`src/asc_pkg.sv`:
```
// Shared types, register indexes and command codes of the accelerometer sample conditioner.
package asc_pkg;

   localparam int unsigned CsrIndexWidth = 3;
   localparam int unsigned CsrDataWidth  = 21;

   localparam logic [CsrIndexWidth-1:0] REG_SCALE    = 3'd0;
   localparam logic [CsrIndexWidth-1:0] REG_OFFSET_X = 3'd1;
   localparam logic [CsrIndexWidth-1:0] REG_OFFSET_Y = 3'd2;
   localparam logic [CsrIndexWidth-1:0] REG_OFFSET_Z = 3'd3;
   localparam logic [CsrIndexWidth-1:0] REG_GAIN_X   = 3'd4;
   localparam logic [CsrIndexWidth-1:0] REG_GAIN_Y   = 3'd5;
   localparam logic [CsrIndexWidth-1:0] REG_GAIN_Z   = 3'd6;

   localparam logic [15:0] SCALE_RESET = 16'd4096;
   localparam logic [17:0] GAIN_RESET  = 18'd65536;

   localparam logic [1:0] AXIS_LAST = 2'd2;

   typedef enum logic [3:0] {
      OP_NONE,
      OP_LOAD,
      OP_MUL_RAW,
      OP_SCALE,
      OP_ADDV,
      OP_DIV5,
      OP_FILT,
      OP_ACC,
      OP_MUL_GAIN,
      OP_SAT,
      OP_MUL_SQ,
      OP_SUM_SQ,
      OP_SQRT,
      OP_DIVU,
      OP_UNIT,
      OP_OUT
   } dp_op_type;

   typedef enum logic {
      DIV_FIVE,
      DIV_UNIT
   } div_mode_type;

   typedef struct packed {
      dp_op_type  op;
      logic [1:0] axis;
   } cmd_type;

   typedef struct packed {
      logic div_busy;
      logic sqrt_busy;
      logic sq_zero;
      logic out_free;
   } sts_type;

endpackage

```
`src/asc_ctrl.sv`:
```
// Controller state machine that steps the datapath through one request.
module asc_ctrl
   import asc_pkg::*;
(
   input  logic    clock,
   input  logic    reset,
   input  logic    req_tvalid,
   output logic    req_tready,
   input  sts_type sts,
   output cmd_type cmd
);

   typedef enum logic [17:0] {
      ST_IDLE      = 18'b000000000000000001,
      ST_MUL_RAW   = 18'b000000000000000010,
      ST_SCALE     = 18'b000000000000000100,
      ST_ADDV      = 18'b000000000000001000,
      ST_DIV5      = 18'b000000000000010000,
      ST_DIV5_WAIT = 18'b000000000000100000,
      ST_FILT      = 18'b000000000001000000,
      ST_ACC       = 18'b000000000010000000,
      ST_MUL_GAIN  = 18'b000000000100000000,
      ST_SAT       = 18'b000000001000000000,
      ST_MUL_SQ    = 18'b000000010000000000,
      ST_SUM_SQ    = 18'b000000100000000000,
      ST_SQRT      = 18'b000001000000000000,
      ST_SQRT_WAIT = 18'b000010000000000000,
      ST_DIVU      = 18'b000100000000000000,
      ST_DIVU_WAIT = 18'b001000000000000000,
      ST_UNIT      = 18'b010000000000000000,
      ST_OUT       = 18'b100000000000000000
   } state_type;

   state_type  state_ff, state_in;
   logic [1:0] axis_ff, axis_in;

   always_comb begin
      state_in   = state_ff;
      axis_in    = axis_ff;
      cmd.op     = OP_NONE;
      cmd.axis   = axis_ff;
      req_tready = 1'b0;
      unique case (state_ff)
         ST_IDLE: begin
            req_tready = 1'b1;
            if (req_tvalid) begin
               cmd.op   = OP_LOAD;
               axis_in  = '0;
               state_in = ST_MUL_RAW;
            end
         end
         ST_MUL_RAW: begin
            cmd.op   = OP_MUL_RAW;
            state_in = ST_SCALE;
         end
         ST_SCALE: begin
            cmd.op   = OP_SCALE;
            state_in = ST_ADDV;
         end
         ST_ADDV: begin
            cmd.op   = OP_ADDV;
            state_in = ST_DIV5;
         end
         ST_DIV5: begin
            cmd.op   = OP_DIV5;
            state_in = ST_DIV5_WAIT;
         end
         ST_DIV5_WAIT: begin
            if (!sts.div_busy) begin
               state_in = ST_FILT;
            end
         end
         ST_FILT: begin
            cmd.op   = OP_FILT;
            state_in = ST_ACC;
         end
         ST_ACC: begin
            cmd.op   = OP_ACC;
            state_in = ST_MUL_GAIN;
         end
         ST_MUL_GAIN: begin
            cmd.op   = OP_MUL_GAIN;
            state_in = ST_SAT;
         end
         ST_SAT: begin
            cmd.op = OP_SAT;
            if (axis_ff == AXIS_LAST) begin
               axis_in  = '0;
               state_in = ST_MUL_SQ;
            end else begin
               axis_in  = axis_ff + 2'd1;
               state_in = ST_MUL_RAW;
            end
         end
         ST_MUL_SQ: begin
            cmd.op   = OP_MUL_SQ;
            state_in = ST_SUM_SQ;
         end
         ST_SUM_SQ: begin
            cmd.op = OP_SUM_SQ;
            if (axis_ff == AXIS_LAST) begin
               axis_in  = '0;
               state_in = ST_SQRT;
            end else begin
               axis_in  = axis_ff + 2'd1;
               state_in = ST_MUL_SQ;
            end
         end
         ST_SQRT: begin
            if (sts.sq_zero) begin
               state_in = ST_OUT;
            end else begin
               cmd.op   = OP_SQRT;
               state_in = ST_SQRT_WAIT;
            end
         end
         ST_SQRT_WAIT: begin
            if (!sts.sqrt_busy) begin
               state_in = ST_DIVU;
            end
         end
         ST_DIVU: begin
            cmd.op   = OP_DIVU;
            state_in = ST_DIVU_WAIT;
         end
         ST_DIVU_WAIT: begin
            if (!sts.div_busy) begin
               state_in = ST_UNIT;
            end
         end
         ST_UNIT: begin
            cmd.op = OP_UNIT;
            if (axis_ff == AXIS_LAST) begin
               state_in = ST_OUT;
            end else begin
               axis_in  = axis_ff + 2'd1;
               state_in = ST_DIVU;
            end
         end
         ST_OUT: begin
            if (sts.out_free) begin
               cmd.op   = OP_OUT;
               state_in = ST_IDLE;
            end
         end
         default: state_in = ST_IDLE;
      endcase
   end

   always_ff @(posedge clock) begin
      if (reset) begin
         state_ff <= ST_IDLE;
         axis_ff  <= '0;
      end else begin
         state_ff <= state_in;
         axis_ff  <= axis_in;
      end
   end

endmodule

```
`config.mk`:
```
export PLATFORM = sky130hd
export DESIGN_NAME = asc_ctrl
export DESIGN_NICKNAME = d
export VERILOG_FILES = /design/src/asc_pkg.sv /design/src/asc_ctrl.sv
export SDC_FILE = /design/constraint.sdc
export NUM_CORES = 1
export LEC_CHECK = 0
export ABC_AREA = 1
export CORE_MARGIN = 2
export CORE_UTILIZATION = 45
export DETAILED_ROUTE_END_ITERATION = 6
export DONT_BUFFER_PORTS = 1
export SLEW_MARGIN = 20
export SYNTH_ARGS = -nofsm -noshare
export SYNTH_HDL_FRONTEND = slang
export SYNTH_SLANG_ARGS = --single-unit
```
`constraint.sdc`:
```
create_clock -name clock -period 3.55 [get_ports clock]
set_input_delay 0.8875 -clock clock [delete_from_list [all_inputs] [get_ports clock]]
set_output_delay 0.8875 -clock clock [all_outputs]
set_load 0.1 [all_outputs]
```
==> run_results.csv <==
group,metric,value,unit
placement,gp_congestion,0.889,
status,status,"completed",
global_routing,gr-total-overflow,0,
synthesis,synth_nets,261,
sta,hold_viol_final,0,
power,p_per_area,854,nW/um^2
sta,setup_violations,0,
routing,route.final.wire_length,3880,um
floorplanning,core_area,3420,um^2
global_routing,track_usage,21.3,%
synthesis,netlist_instances,251,
synthesis,synth_cell_types,29,
synthesis,synth_top_cell_by_area,"dfxtp_1",
worst_setup_path,arrival,2.20,ns
global_routing,grt_pass1_wl,6880,um
sta,max_slew.worst_pin.slew,0.593,ns
clock_network,cts_root_buf,"clkbuf_4",
worst_setup_path,start_kind,"flip-flop",
synthesis,yosys_warnings,0,
sta,finalMaxSlewViolations,0,
sta,totalNegativeSetupSlack,0,ns
global_routing,grt_max_degree,17,
floorplanning,dieArea,4120,um^2
routing,via_per_inst,4.99,
routing,vias,1521,
floorplanning,die_h,64.2,um
global_routing,grt_antenna_before_repair,0,
hold_path,hold_class,"reg -> reg",
floorplanning,start_util,47.7,%
power,ir_drop,0.000333,V
power,total_power,0.00151,W
final_layout,antenna_cells,0,
placement,dpl.hpwl,3140,um
sta,holdWs,0.553,ns
worst_setup_path,path_max_fanout,11,
routing,drt_iter0_drc,84,
sta,maxSlewHeadroom,60.4,%
sta,finalCriticalPeriod,3.09,ns
sta,max_freq,324,MHz
placement,io_buffers,0,
flow_run,maxCapViolCount,0,
synthesis,seq_area_frac_synth,24.6,%
clock_network,clk_latency,0.32,ns
clock_network,post_cts_resized,0,
synthesis,synth.area.top_cells,"dfxtp_1, nand2_1, nor2_1",
clock_network,cts_buffer_depth,2,
synthesis,netlist_area,1630,um^2
clock_network,cts_buffers,3,
clock_network,cts_tree,"done",
floorplanning,placementRows,21,
final_layout,final_cell_mix,"nand2_1, nor2_1, inv_1",
clock_network,htreeDepth,1,
sta,skew,0.0140,ns
clock_network,post-cts-setup-buffers,0,
worst_setup_path,crit_type,"reg -> out",
final_layout,fin_nets,270,
sta,rsz0062_at_grt,"false",
global_routing,grt_pass1_vias,1458,
clock_network,clock_sinks,20,
final_layout,final_common_cell,"nand2_1",
synthesis,ys_ff_latch,20,
clock_network,clk_pin_slew_worst_paths,0.12,ns
worst_setup_path,end_kind,"primary output",
synthesis,avgSynthCellArea,6.50,um^2
synthesis,synth_top_area_share,24.6,%
sta,period_share,87.1,%
routing,drtPass1Iterations,4,
floorplanning,ios,14,
final_layout,fin_util,51.7,%
worst_setup_path,cp.required,2.66,ns
routing,drc,0,
floorplanning,fp.dieW,64.2,um
final_layout,fillers,369,
clock_network,cts_hold_buf,0,
routing,avgRoutedWirePerCell,12.7,um
final_layout,drive_gt1_share,20.8,%
power,leakage,0.933,nW
final_layout,syn2layout_area_growth,8.29,%
routing,final_antenna_net_count,0,
## per-layer routing
metal	vias up	GRT usage (%)	share of wire, %	wire [um]
met1	681	29.9	49	1920
met3	4	3.17	4.9	190
li1	797	-	-	-
met2	39	33.6	45	1740
met5	-	0	0	0
met4	0	6.38	0.82	32
## cells in the mapped netlist (all sizes together)
master	n
nor4	1
nand2	57
nand3	22
o211ai	2
o22ai	1
nor3	7
dfxtp	20
nand3b	7
inv	49
buf	3
o21ai	6
ha	3
nand4	7
a21oi	3
nor2	62
and2	1
## power by group
group          switching [W]  internal, W  leakage [nW]
registers          0.0000343     0.000261         0.162
clock network      0.0000801     0.000114        0.0279
logic               0.000745     0.000273         0.742
total               0.000859     0.000648         0.933
## registers in the layout (all words and copies together) (netlist names)
| signal | count |
|---|---|
| state_ff | 18 |
| axis_ff | 2 |
## area by class of cell
cell class	count	area, um^2	area share (%)
Clock buffer	3	22.5	1.28
Clock inverter	1	30.0	1.70
Inverter	49	186	10.6
Multi-Input combinational cell	179	1020	57.5
Sequential cell	20	400	22.7
Tap cell	46	57.6	3.26
Timing Repair Buffer	7	52.6	2.98
## through the flow
stage / cells / setup WS [ns] / cell area, um^2
2_1_floorplan: 251 / 0.291 / 1630
3_3_place_gp: 301 / 0.794 / 1710
3_5_place_dp: 301 / 0.887 / 1710
4_1_cts: 305 / 0.500 / 1770
5_1_grt: 305 / 0.257 / 1770
6_report: 305 / 0.460 / 1770
## worst max-delay path, cell delays in order, from the launching register on
cell and delay, ns:
dfxtp_1 0.35, nor2_1 0.20, nand2_2 0.12, nor2_4 0.30
nand3_1 0.16, o21ai_0 0.26, nor2_1 0.12, nand4_1 0.10
buf_4 0.30
## cells by family (layout without fill, tap and decap cells)
logic type / Yosys count / after routing / synth area share, %
adders and majority gates: 3 / 3 / 2.30
buffers and inverters: 52 / 60 / 13.1
and+or+nand+nor: 164 / 164 / 55.7
AOI/OAI and AO/OA: 12 / 12 / 4.30
DFF: 20 / 20 / 24.6
## final timing paths
| kind | end | slack [ns] | cells after the start | from |
|---|---|---|---|---|
| setup / recovery | cmd[4] | 0.46 | 8 | state_ff[10]$_SDFFE_PP0P_ |
| hold reg to reg | state_ff[15]$_SDFFE_PP0P_ | 0.55 | 2 | state_ff[15]$_SDFFE_PP0P_ |
| setup reg to reg | axis_ff[1]$_SDFFE_PP0P_ | 1.76 | 10 | axis_ff[0]$_SDFFE_PP0P_ |
| hold / removal | state_ff[15]$_SDFFE_PP0P_ | 0.55 | 2 | state_ff[15]$_SDFFE_PP0P_ |
Power figures use the tool's default switching activity.
