File: src/asc_pkg.sv
// Shared types, register indexes and command codes of the accelerometer sample conditioner.
package asc_pkg;

   localparam int unsigned CsrIndexWidth = 3;
   localparam int unsigned CsrDataWidth  = 21;

   localparam logic [CsrIndexWidth-1:0] REG_SCALE    = 3'd0;
   localparam logic [CsrIndexWidth-1:0] REG_OFFSET_X = 3'd1;
   localparam logic [CsrIndexWidth-1:0] REG_OFFSET_Y = 3'd2;
   localparam logic [CsrIndexWidth-1:0] REG_OFFSET_Z = 3'd3;
   localparam logic [CsrIndexWidth-1:0] REG_GAIN_X   = 3'd4;
   localparam logic [CsrIndexWidth-1:0] REG_GAIN_Y   = 3'd5;
   localparam logic [CsrIndexWidth-1:0] REG_GAIN_Z   = 3'd6;

   localparam logic [15:0] SCALE_RESET = 16'd4096;
   localparam logic [17:0] GAIN_RESET  = 18'd65536;

   localparam logic [1:0] AXIS_LAST = 2'd2;

   typedef enum logic [3:0] {
      OP_NONE,
      OP_LOAD,
      OP_MUL_RAW,
      OP_SCALE,
      OP_ADDV,
      OP_DIV5,
      OP_FILT,
      OP_ACC,
      OP_MUL_GAIN,
      OP_SAT,
      OP_MUL_SQ,
      OP_SUM_SQ,
      OP_SQRT,
      OP_DIVU,
      OP_UNIT,
      OP_OUT
   } dp_op_type;

   typedef enum logic {
      DIV_FIVE,
      DIV_UNIT
   } div_mode_type;

   typedef struct packed {
      dp_op_type  op;
      logic [1:0] axis;
   } cmd_type;

   typedef struct packed {
      logic div_busy;
      logic sqrt_busy;
      logic sq_zero;
      logic out_free;
   } sts_type;

endpackage

File: src/asc_divider.sv
// Shared divider: seven quotient bits a cycle for the filter's division by five, one for the unit vector.
module asc_divider
   import asc_pkg::*;
(
   input  logic         clock,
   input  logic         reset,
   input  logic         start,
   input  div_mode_type mode,
   input  logic [47:0]  dividend,
   input  logic [31:0]  divisor,
   output logic         busy,
   output logic [33:0]  quotient
);

   logic         busy_ff, busy_in;
   div_mode_type mode_ff, mode_in;
   logic [5:0]   cnt_ff, cnt_in;
   logic [31:0]  rem_ff, rem_in;
   logic [47:0]  sh_ff, sh_in;
   logic [33:0]  quot_ff, quot_in;
   logic [31:0]  dsr_ff, dsr_in;
   logic [32:0]  trial;
   logic         fits;
   logic [9:0]   five_part;
   logic [17:0]  five_prod;
   logic [6:0]   five_digit;
   logic [9:0]   five_back;

   always_comb begin
      trial      = {rem_ff, sh_ff[47]};
      fits       = trial >= {1'b0, dsr_ff};
      // Remainder below five and seven new bits stay below 1024, where multiplying by
      // 205 and dropping ten bits gives the exact quotient by five.
      five_part  = {rem_ff[2:0], sh_ff[47:41]};
      five_prod  = {8'd0, five_part} * 18'd205;
      five_digit = five_prod[16:10];
      five_back  = {3'd0, five_digit} * 10'd5;
      busy_in    = busy_ff;
      mode_in    = mode_ff;
      cnt_in     = cnt_ff;
      rem_in     = rem_ff;
      sh_in      = sh_ff;
      quot_in    = quot_ff;
      dsr_in     = dsr_ff;
      if (start) begin
         busy_in = 1'b1;
         mode_in = mode;
         quot_in = '0;
         dsr_in  = divisor;
         unique case (mode)
            DIV_FIVE: begin
               // The dividend is narrow here: 35 bits go through in five steps of seven.
               rem_in = '0;
               sh_in  = {dividend[34:0], 13'd0};
               cnt_in = 6'd5;
            end
            DIV_UNIT: begin
               // The quotient is known to be below 2^18, so the top bits start as remainder.
               rem_in = {2'd0, dividend[47:18]};
               sh_in  = {dividend[17:0], 30'd0};
               cnt_in = 6'd18;
            end
            default: begin
               rem_in = '0;
               sh_in  = '0;
               cnt_in = '0;
            end
         endcase
      end else if (busy_ff) begin
         if (mode_ff == DIV_FIVE) begin
            rem_in  = {29'd0, 3'(five_part - five_back)};
            sh_in   = {sh_ff[40:0], 7'd0};
            quot_in = {quot_ff[26:0], five_digit};
         end else begin
            rem_in  = fits ? 32'(trial - {1'b0, dsr_ff}) : trial[31:0];
            sh_in   = {sh_ff[46:0], 1'b0};
            quot_in = {quot_ff[32:0], fits};
         end
         cnt_in  = cnt_ff - 6'd1;
         busy_in = cnt_ff != 6'd1;
      end
   end

   always_ff @(posedge clock) begin
      if (reset) begin
         busy_ff <= 1'b0;
         cnt_ff  <= '0;
      end else begin
         busy_ff <= busy_in;
         cnt_ff  <= cnt_in;
      end
      mode_ff <= mode_in;
      rem_ff  <= rem_in;
      sh_ff   <= sh_in;
      quot_ff <= quot_in;
      dsr_ff  <= dsr_in;
   end

   assign busy     = busy_ff;
   assign quotient = quot_ff;

endmodule

File: src/asc_isqrt.sv
// Iterative integer square root, one result bit per cycle.
module asc_isqrt
   import asc_pkg::*;
(
   input  logic        clock,
   input  logic        reset,
   input  logic        start,
   input  logic [63:0] radicand,
   output logic        busy,
   output logic [31:0] root
);

   logic        busy_ff, busy_in;
   logic [5:0]  cnt_ff, cnt_in;
   logic [35:0] rem_ff, rem_in;
   logic [63:0] sh_ff, sh_in;
   logic [31:0] root_ff, root_in;
   logic [35:0] shifted;
   logic [35:0] trial;
   logic        fits;

   always_comb begin
      shifted = {rem_ff[33:0], sh_ff[63:62]};
      trial   = {2'd0, root_ff, 2'b01};
      fits    = shifted >= trial;
      busy_in = busy_ff;
      cnt_in  = cnt_ff;
      rem_in  = rem_ff;
      sh_in   = sh_ff;
      root_in = root_ff;
      if (start) begin
         busy_in = 1'b1;
         cnt_in  = 6'd32;
         rem_in  = '0;
         sh_in   = radicand;
         root_in = '0;
      end else if (busy_ff) begin
         rem_in  = fits ? shifted - trial : shifted;
         root_in = {root_ff[30:0], fits};
         sh_in   = {sh_ff[61:0], 2'b00};
         cnt_in  = cnt_ff - 6'd1;
         busy_in = cnt_ff != 6'd1;
      end
   end

   always_ff @(posedge clock) begin
      if (reset) begin
         busy_ff <= 1'b0;
         cnt_ff  <= '0;
      end else begin
         busy_ff <= busy_in;
         cnt_ff  <= cnt_in;
      end
      rem_ff  <= rem_in;
      sh_ff   <= sh_in;
      root_ff <= root_in;
   end

   assign busy = busy_ff;
   assign root = root_ff;

endmodule

File: src/asc_datapath.sv
// Datapath: configuration, filter state, shared multiplier, divider, root unit and output register.
module asc_datapath
   import asc_pkg::*;
(
   input  logic                     clock,
   input  logic                     reset,
   input  cmd_type                  cmd,
   output sts_type                  sts,
   input  logic [79:0]              req_tdata,
   input  logic                     csr_valid,
   input  logic [CsrIndexWidth-1:0] csr_index,
   input  logic [CsrDataWidth-1:0]  csr_data,
   output logic                     rsp_tvalid,
   input  logic                     rsp_tready,
   output logic [159:0]             rsp_tdata
);

   // Configuration.
   logic        [15:0] scale_ff;
   logic signed [20:0] offset_ff [3];
   logic        [17:0] gain_ff   [3];

   // Request and filter state.
   logic signed [15:0] raw_ff  [3];
   logic signed [31:0] acc_ff  [3];
   logic signed [31:0] acc_in;
   logic        [31:0] last_time_ff;
   logic        [31:0] elapsed_ff;

   // Working registers.
   logic signed [57:0] prod_ff, prod_in;
   logic signed [24:0] s_ff, s_in;
   logic signed [33:0] v_ff, v_in;
   logic signed [33:0] f_ff, f_in;
   logic signed [31:0] y_ff, y_in;
   logic signed [23:0] a_ff    [3];
   logic signed [23:0] a_in;
   logic        [47:0] sq_ff, sq_in;
   logic signed [17:0] unit_ff [3];
   logic signed [17:0] unit_in;

   // Output register.
   logic         rsp_valid_ff;
   logic [159:0] rsp_data_ff;

   logic [1:0]         ax;
   logic signed [32:0] mul_a;
   logic signed [24:0] mul_b;
   logic signed [32:0] sc_sum;
   logic signed [34:0] diff;
   logic signed [57:0] g_shift;
   logic               v_neg;
   logic               a_neg;
   logic [23:0]        a_mag;
   logic [17:0]        q_lim;

   logic         div_start;
   div_mode_type div_mode;
   logic [47:0]  div_dividend;
   logic [31:0]  div_divisor;
   logic         div_busy;
   logic [33:0]  div_quot;
   logic         sqrt_start;
   logic         sqrt_busy;
   logic [31:0]  sqrt_root;

   assign ax = cmd.axis;

   always_comb begin
      unique case (cmd.op)
         OP_MUL_RAW: begin
            mul_a = 33'(raw_ff[ax]);
            mul_b = $signed({9'd0, scale_ff});
         end
         OP_MUL_GAIN: begin
            mul_a = 33'(y_ff);
            mul_b = $signed({7'd0, gain_ff[ax]});
         end
         OP_MUL_SQ: begin
            mul_a = 33'(a_ff[ax]);
            mul_b = 25'(a_ff[ax]);
         end
         default: begin
            mul_a = '0;
            mul_b = '0;
         end
      endcase
      prod_in = 58'(mul_a) * 58'(mul_b);
   end

   always_comb begin
      // Scale with rounding, then negate so the vector points along gravity.
      sc_sum = $signed(prod_ff[32:0]) + 33'sd128;
      s_in   = -25'(sc_sum >>> 8);
      v_in   = 34'(acc_ff[ax]) + 34'(s_ff);
      v_neg  = v_ff[33];
      f_in   = v_neg ? -$signed(div_quot) : $signed(div_quot);

      // Leaky accumulator keeps what the output did not take, saturated to 32 bits.
      diff = 35'(v_ff) - 35'(f_ff);
      if (diff > 35'sd2147483647) begin
         acc_in = 32'sh7FFFFFFF;
      end else if (diff < -35'sd2147483648) begin
         acc_in = 32'sh80000000;
      end else begin
         acc_in = diff[31:0];
      end
      y_in = f_ff[31:0] + 32'(offset_ff[ax]);

      g_shift = (prod_ff + 58'sd32768) >>> 16;
      if (g_shift > 58'sd8388607) begin
         a_in = 24'sh7FFFFF;
      end else if (g_shift < -58'sd8388608) begin
         a_in = 24'sh800000;
      end else begin
         a_in = g_shift[23:0];
      end

      sq_in = sq_ff + prod_ff[47:0];

      a_neg   = a_ff[ax][23];
      a_mag   = a_neg ? 24'(-a_ff[ax]) : a_ff[ax];
      q_lim   = (div_quot > 34'd65536) ? 18'd65536 : div_quot[17:0];
      unit_in = a_neg ? -$signed(q_lim) : $signed(q_lim);
   end

   always_comb begin
      div_start    = (cmd.op == OP_DIV5) || (cmd.op == OP_DIVU);
      div_mode     = (cmd.op == OP_DIVU) ? DIV_UNIT : DIV_FIVE;
      if (cmd.op == OP_DIVU) begin
         div_dividend = {1'b0, a_mag, 23'd0} + {17'd0, sqrt_root[31:1]};
         div_divisor  = sqrt_root;
      end else begin
         // Magnitude plus two gives rounding to nearest with ties away from zero.
         div_dividend = {14'd0, (v_neg ? ~v_ff : v_ff) + (v_neg ? 34'd3 : 34'd2)};
         div_divisor  = 32'd5;
      end
      sqrt_start = cmd.op == OP_SQRT;
   end

   asc_divider u_divider (
      .clock    (clock),
      .reset    (reset),
      .start    (div_start),
      .mode     (div_mode),
      .dividend (div_dividend),
      .divisor  (div_divisor),
      .busy     (div_busy),
      .quotient (div_quot)
   );

   asc_isqrt u_isqrt (
      .clock    (clock),
      .reset    (reset),
      .start    (sqrt_start),
      .radicand ({2'd0, sq_ff, 14'd0}),
      .busy     (sqrt_busy),
      .root     (sqrt_root)
   );

   always_ff @(posedge clock) begin
      if (reset) begin
         scale_ff     <= SCALE_RESET;
         last_time_ff <= '0;
         rsp_valid_ff <= 1'b0;
         for (int i = 0; i < 3; i++) begin
            offset_ff[i] <= '0;
            gain_ff[i]   <= GAIN_RESET;
            acc_ff[i]    <= '0;
         end
      end else begin
         if (csr_valid) begin
            unique case (csr_index)
               REG_SCALE:    scale_ff     <= csr_data[15:0];
               REG_OFFSET_X: offset_ff[0] <= $signed(csr_data);
               REG_OFFSET_Y: offset_ff[1] <= $signed(csr_data);
               REG_OFFSET_Z: offset_ff[2] <= $signed(csr_data);
               REG_GAIN_X:   gain_ff[0]   <= csr_data[17:0];
               REG_GAIN_Y:   gain_ff[1]   <= csr_data[17:0];
               REG_GAIN_Z:   gain_ff[2]   <= csr_data[17:0];
               default: ;
            endcase
         end
         if (cmd.op == OP_LOAD) begin
            last_time_ff <= req_tdata[79:48];
         end
         if (cmd.op == OP_ACC) begin
            acc_ff[ax] <= acc_in;
         end
         if (cmd.op == OP_OUT) begin
            rsp_valid_ff <= 1'b1;
         end else if (rsp_tready) begin
            rsp_valid_ff <= 1'b0;
         end
      end
   end

   always_ff @(posedge clock) begin
      unique case (cmd.op)
         OP_LOAD: begin
            raw_ff[0]  <= $signed(req_tdata[15:0]);
            raw_ff[1]  <= $signed(req_tdata[31:16]);
            raw_ff[2]  <= $signed(req_tdata[47:32]);
            elapsed_ff <= req_tdata[79:48] - last_time_ff;
            sq_ff      <= '0;
            for (int i = 0; i < 3; i++) begin
               unit_ff[i] <= '0;
            end
         end
         OP_MUL_RAW, OP_MUL_GAIN, OP_MUL_SQ: prod_ff <= prod_in;
         OP_SCALE:  s_ff        <= s_in;
         OP_ADDV:   v_ff        <= v_in;
         OP_FILT:   f_ff        <= f_in;
         OP_ACC:    y_ff        <= y_in;
         OP_SAT:    a_ff[ax]    <= a_in;
         OP_SUM_SQ: sq_ff       <= sq_in;
         OP_UNIT:   unit_ff[ax] <= unit_in;
         OP_OUT: begin
            rsp_data_ff <= {2'd0, elapsed_ff, unit_ff[2], unit_ff[1], unit_ff[0],
                            a_ff[2], a_ff[1], a_ff[0]};
         end
         default: ;
      endcase
   end

   assign sts.div_busy  = div_busy;
   assign sts.sqrt_busy = sqrt_busy;
   assign sts.sq_zero   = sq_ff == '0;
   assign sts.out_free  = !rsp_valid_ff || rsp_tready;

   assign rsp_tvalid = rsp_valid_ff;
   assign rsp_tdata  = rsp_data_ff;

endmodule

File: config.mk
export PLATFORM = sky130hd
export DESIGN_NAME = asc_datapath
export DESIGN_NICKNAME = d
export VERILOG_FILES = /design/src/asc_pkg.sv /design/src/asc_divider.sv /design/src/asc_isqrt.sv /design/src/asc_datapath.sv
export SDC_FILE = /design/constraint.sdc
export NUM_CORES = 2
export LEC_CHECK = 0
export ABC_AREA = 1
export BUFFER_PORTS_ARGS = -buffer_cell sky130_fd_sc_hd__buf_2
export CORE_ASPECT_RATIO = 1.4
export CORE_MARGIN = 2
export CORE_UTILIZATION = 30
export DETAILED_ROUTE_END_ITERATION = 8
export GPL_TIMING_DRIVEN = 0
export PLACE_DENSITY = 0.49
export SLEW_MARGIN = 15
export SYNTH_ARGS = -nofsm -noshare
export SYNTH_HDL_FRONTEND = slang
export SYNTH_SLANG_ARGS = --single-unit
File: constraint.sdc
create_clock -name clock -period 18.02 [get_ports clock]
set_input_delay 3.604 -clock clock [delete_from_list [all_inputs] [get_ports clock]]
set_output_delay 3.604 -clock clock [all_outputs]
set_load 0.05 [all_outputs]
==> run_results.csv <==
group,metric,value,unit
yosys,synth_flop_cell,"edfxtp_1",
sta,tightest_slew,1.32,ns
die,dieArea,0.316,mm²
yosys,synth_edf_count,1011,
placed_design,detailedPlacementHpwl,314000,µm
yosys,ys_seq_area_share,36.0,%
sta,setup_tns,0,ns
sta,hold_viol_final,0,
worst_setup_path,crit_path_start_kind,"primary input",
sta,timing.final.crit_period,14.38,ns
cells_and_area,ff_latch_area,0.0337,mm²
yosys,async_reset_ff_share,0,%
worst_setup_path,critPathRequiredTime,18.55,ns
worst_setup_path,crit_arrival,14.91,ns
power_and_ir_drop,finalPower,8.61,mW
cells_and_area,nFillCells,33085,
sta,hold_slack,0.413,ns
die,ios,279,
grt,antenna_found_initial,55,
route,finalWirelength,376000,µm
clock_network,cts-root-buf,"clkbuf_16",
route,ant_nets,0,
worst_setup_path,crit_fanout,12,
yosys,syn_area,0.0935,mm²
route,drtIter0Drc,5520,
placed_design,place_congestion,1.01,
job,max_cap_violations,0,
worst_setup_path,crit_slowest_cell,"fa_1",
worst_setup_path,crit_path_end_kind,"register",
grt,grt_max_degree,49,
cells_and_area,layout-drive-gt1-share,7.43,%
clock_network,cts-htree-levels,3,
status,status,"finished clean",
power_and_ir_drop,leakagePower,46.4,nW
placed_design,portBuffers,274,
sta,grt_setup_unrepaired,"no",
die,initial_core_util,30.1,%
yosys,netlist_instances,10553,
placed_design,dp_cells,15016,
clock_network,cts_max_path_buffers,3,
power_and_ir_drop,peakVddDrop,0.000128,V
route,viasPerCell,4.91,
grt,grt_pass1_vias,77847,
sta,relSlewSlack,12.1,%
die,die_width,476,µm
yosys,ys_ff_latch,1176,
clock_network,cts_resized,0,
sta,setup_viol,0,
yosys,yosysWarningCount,0,
clock_network,cts_buffers,113,
cells_and_area,multi_input_area,0.0515,mm²
clock_network,hold_buffers,0,
min_path,hold_path_class,"reg -> reg",
worst_setup_path,crit_type,"in -> reg",
cells_and_area,nets,12411,
sta,fmax,0.0695,GHz
route,avgRoutedWirePerCell,24.6,µm
yosys,ys_types,75,
sta,finalCritPeriodShare,79.8,%
grt,grt_usage,23.5,%
die,core-area,0.310,mm²
clock_network,clock_latency,0.79,ns
die,die_h,664,µm
yosys,avgSynthCellArea,8.86,µm²
sta,finClkSkew,0.0975,ns
route,drt_pass1_iterations,6,
clock_network,clkTransAtPathRegs,0.07,ns
clock_network,cts.sinks,1176,
grt,overflow,0,
sta,slew_violations,0,
route,vias,74870,
cells_and_area,area_delta_synth_final,12.3,%
die,rows,242,
cells_and_area,final_cells,15262,
clock_network,cts_setup_buffers,0,
worst_setup_path,crit_path_max_incr_delay,1.30,ns
power_and_ir_drop,power_density,82.1,mW/mm²
route,drc,0,
clock_network,cts_tree,"built",
grt,grt_pass1_wl,535000,µm
[cell type report]
cell class | count | share of cell area (%)
tap | 4148 | 4.95
timing repair buffer | 307 | 1.95
clock buffer | 138 | 2.88
antenna | 32 | 0.0763
inverter | 1857 | 6.65
multi-input combinational | 7207 | 49.1
clock inverter | 76 | 0.881
sequential | 1176 | 32.1
buffer | 321 | 1.41
[cell usage after synthesis, types with 9 or more instances]
library cell,count,area (µm²)
nand3b_1,12,90.1
nand2_1,2127,7980
edfxtp_1,1011,30400
nor2_2,36,225
o21a_1,38,285
buf_2,79,395
clkbuf_1,177,664
xnor2_1,140,1230
a31o_2,20,175
buf_6,10,113
xor2_1,244,2140
a22oi_1,111,833
o21ai_0,417,2090
a21oi_1,656,3280
clkinv_1,12,45.0
nand3_2,15,150
dfxtp_1,165,3300
nand2_2,17,106
o22ai_1,36,225
inv_1,1809,6790
a21o_1,36,270
fa_1,851,17000
or2_2,15,93.8
buf_4,23,173
nand3_1,353,1770
nor2_4,18,203
inv_2,34,128
a21oi_2,9,78.8
a21boi_0,16,120
nor3_1,74,370
o21bai_1,23,173
ha_1,463,5790
a211oi_1,10,75.1
nand4_1,66,413
nor2_1,1163,4370
a31oi_1,70,438
o211ai_1,42,315
nor4_1,40,250
buf_1,32,120
[final timing paths]
check	startpoint	to	slack, ns	cells past startpoint
setup reg to reg	a_ff[1][3]	prod_ff[48]	6.74	27
hold / removal	elapsed_ff[20]	rsp_tdata[146]	0.41	0
hold reg to reg	elapsed_ff[20]	rsp_tdata[146]	0.41	0
setup / recovery	cmd[2]	prod_ff[48]	3.64	31
[through the flow]
step	area [µm²]	util [%]	setup WS, ns
floorplan	93500	-	6.39
global placement	100000	32.3	2.54
detailed placement	101000	32.5	2.93
CTS	105000	33.8	3.76
global route	105000	33.8	3.27
finish	105000	33.8	3.64
[routing by layer]
| metal | up-vias | share of wire, % | track usage, % |
|---|---|---|---|
| li1 | 34796 | - | - |
| met1 | 37014 | 36 | 25.4 |
| met2 | 2231 | 51 | 42.5 |
| met3 | 819 | 4.7 | 2.90 |
| met4 | 10 | 8.0 | 15.9 |
| met5 | - | 0.015 | 0 |
[cells in the final DEF, fill, tap and decap left out, types with 27 or more instances in the layout]
| cell type | instances |
|---|---|
| o21a_1 | 38 |
| o211ai_1 | 42 |
| diode_2 | 32 |
| a21o_1 | 36 |
| o22ai_1 | 36 |
| nor2_1 | 1151 |
| nand2_1 | 2123 |
| edfxtp_1 | 1011 |
| buf_1 | 29 |
| nor3_1 | 72 |
| ha_1 | 463 |
| a22oi_1 | 111 |
| nor2_2 | 38 |
| inv_1 | 1808 |
| o21ai_0 | 409 |
| dfxtp_1 | 165 |
| clkbuf_1 | 187 |
| clkbuf_16 | 114 |
| buf_4 | 27 |
| nor4_1 | 40 |
| a21oi_1 | 656 |
| fa_1 | 851 |
| buf_2 | 356 |
| xnor2_1 | 140 |
| nand3_1 | 353 |
| a31oi_1 | 70 |
| xor2_1 | 244 |
| inv_2 | 35 |
| nor2_4 | 28 |
| nand4_1 | 66 |
[cells by family after synthesis]
| logic type | count (synthesis) | synth area share [%] |
|---|---|---|
| other | 2 | 0.00804 |
| adders and majority gates | 1314 | 24.4 |
| buffers and inverters | 2178 | 9.03 |
| xor gates and xnor gates | 389 | 3.72 |
| DFF | 1176 | 36.0 |
| AOI/OAI and AO/OA | 1530 | 9.38 |
| and+or+nand+nor | 3960 | 17.4 |
| muxes | 4 | 0.0428 |
[power breakdown]
group,switching (mW),internal [mW]
registers,0.116,3.13
clock network,1.18,1.39
logic,1.89,0.904
total,3.18,5.43
[critical path: cells and delay by family]
kind	cells	cell delay (ns)
adders and majority gates	7	4.48
and+or+nand+nor	6	2.45
buffers and inverters	12	2.53
xor gates and xnor gates	1	0.08
AOI/OAI and AO/OA	5	1.67
[state kept, by name (all words and copies together) (netlist names), 48 cells and up]
name,flops
rsp_tdata,158
acc_ff,128
a_ff,96
offset_ff,63
prod_ff,58
gain_ff,54
unit_ff,54
u_isqrt.sh_ff,50
raw_ff,48
sq_ff,48
Power figures use the tool's default switching activity.
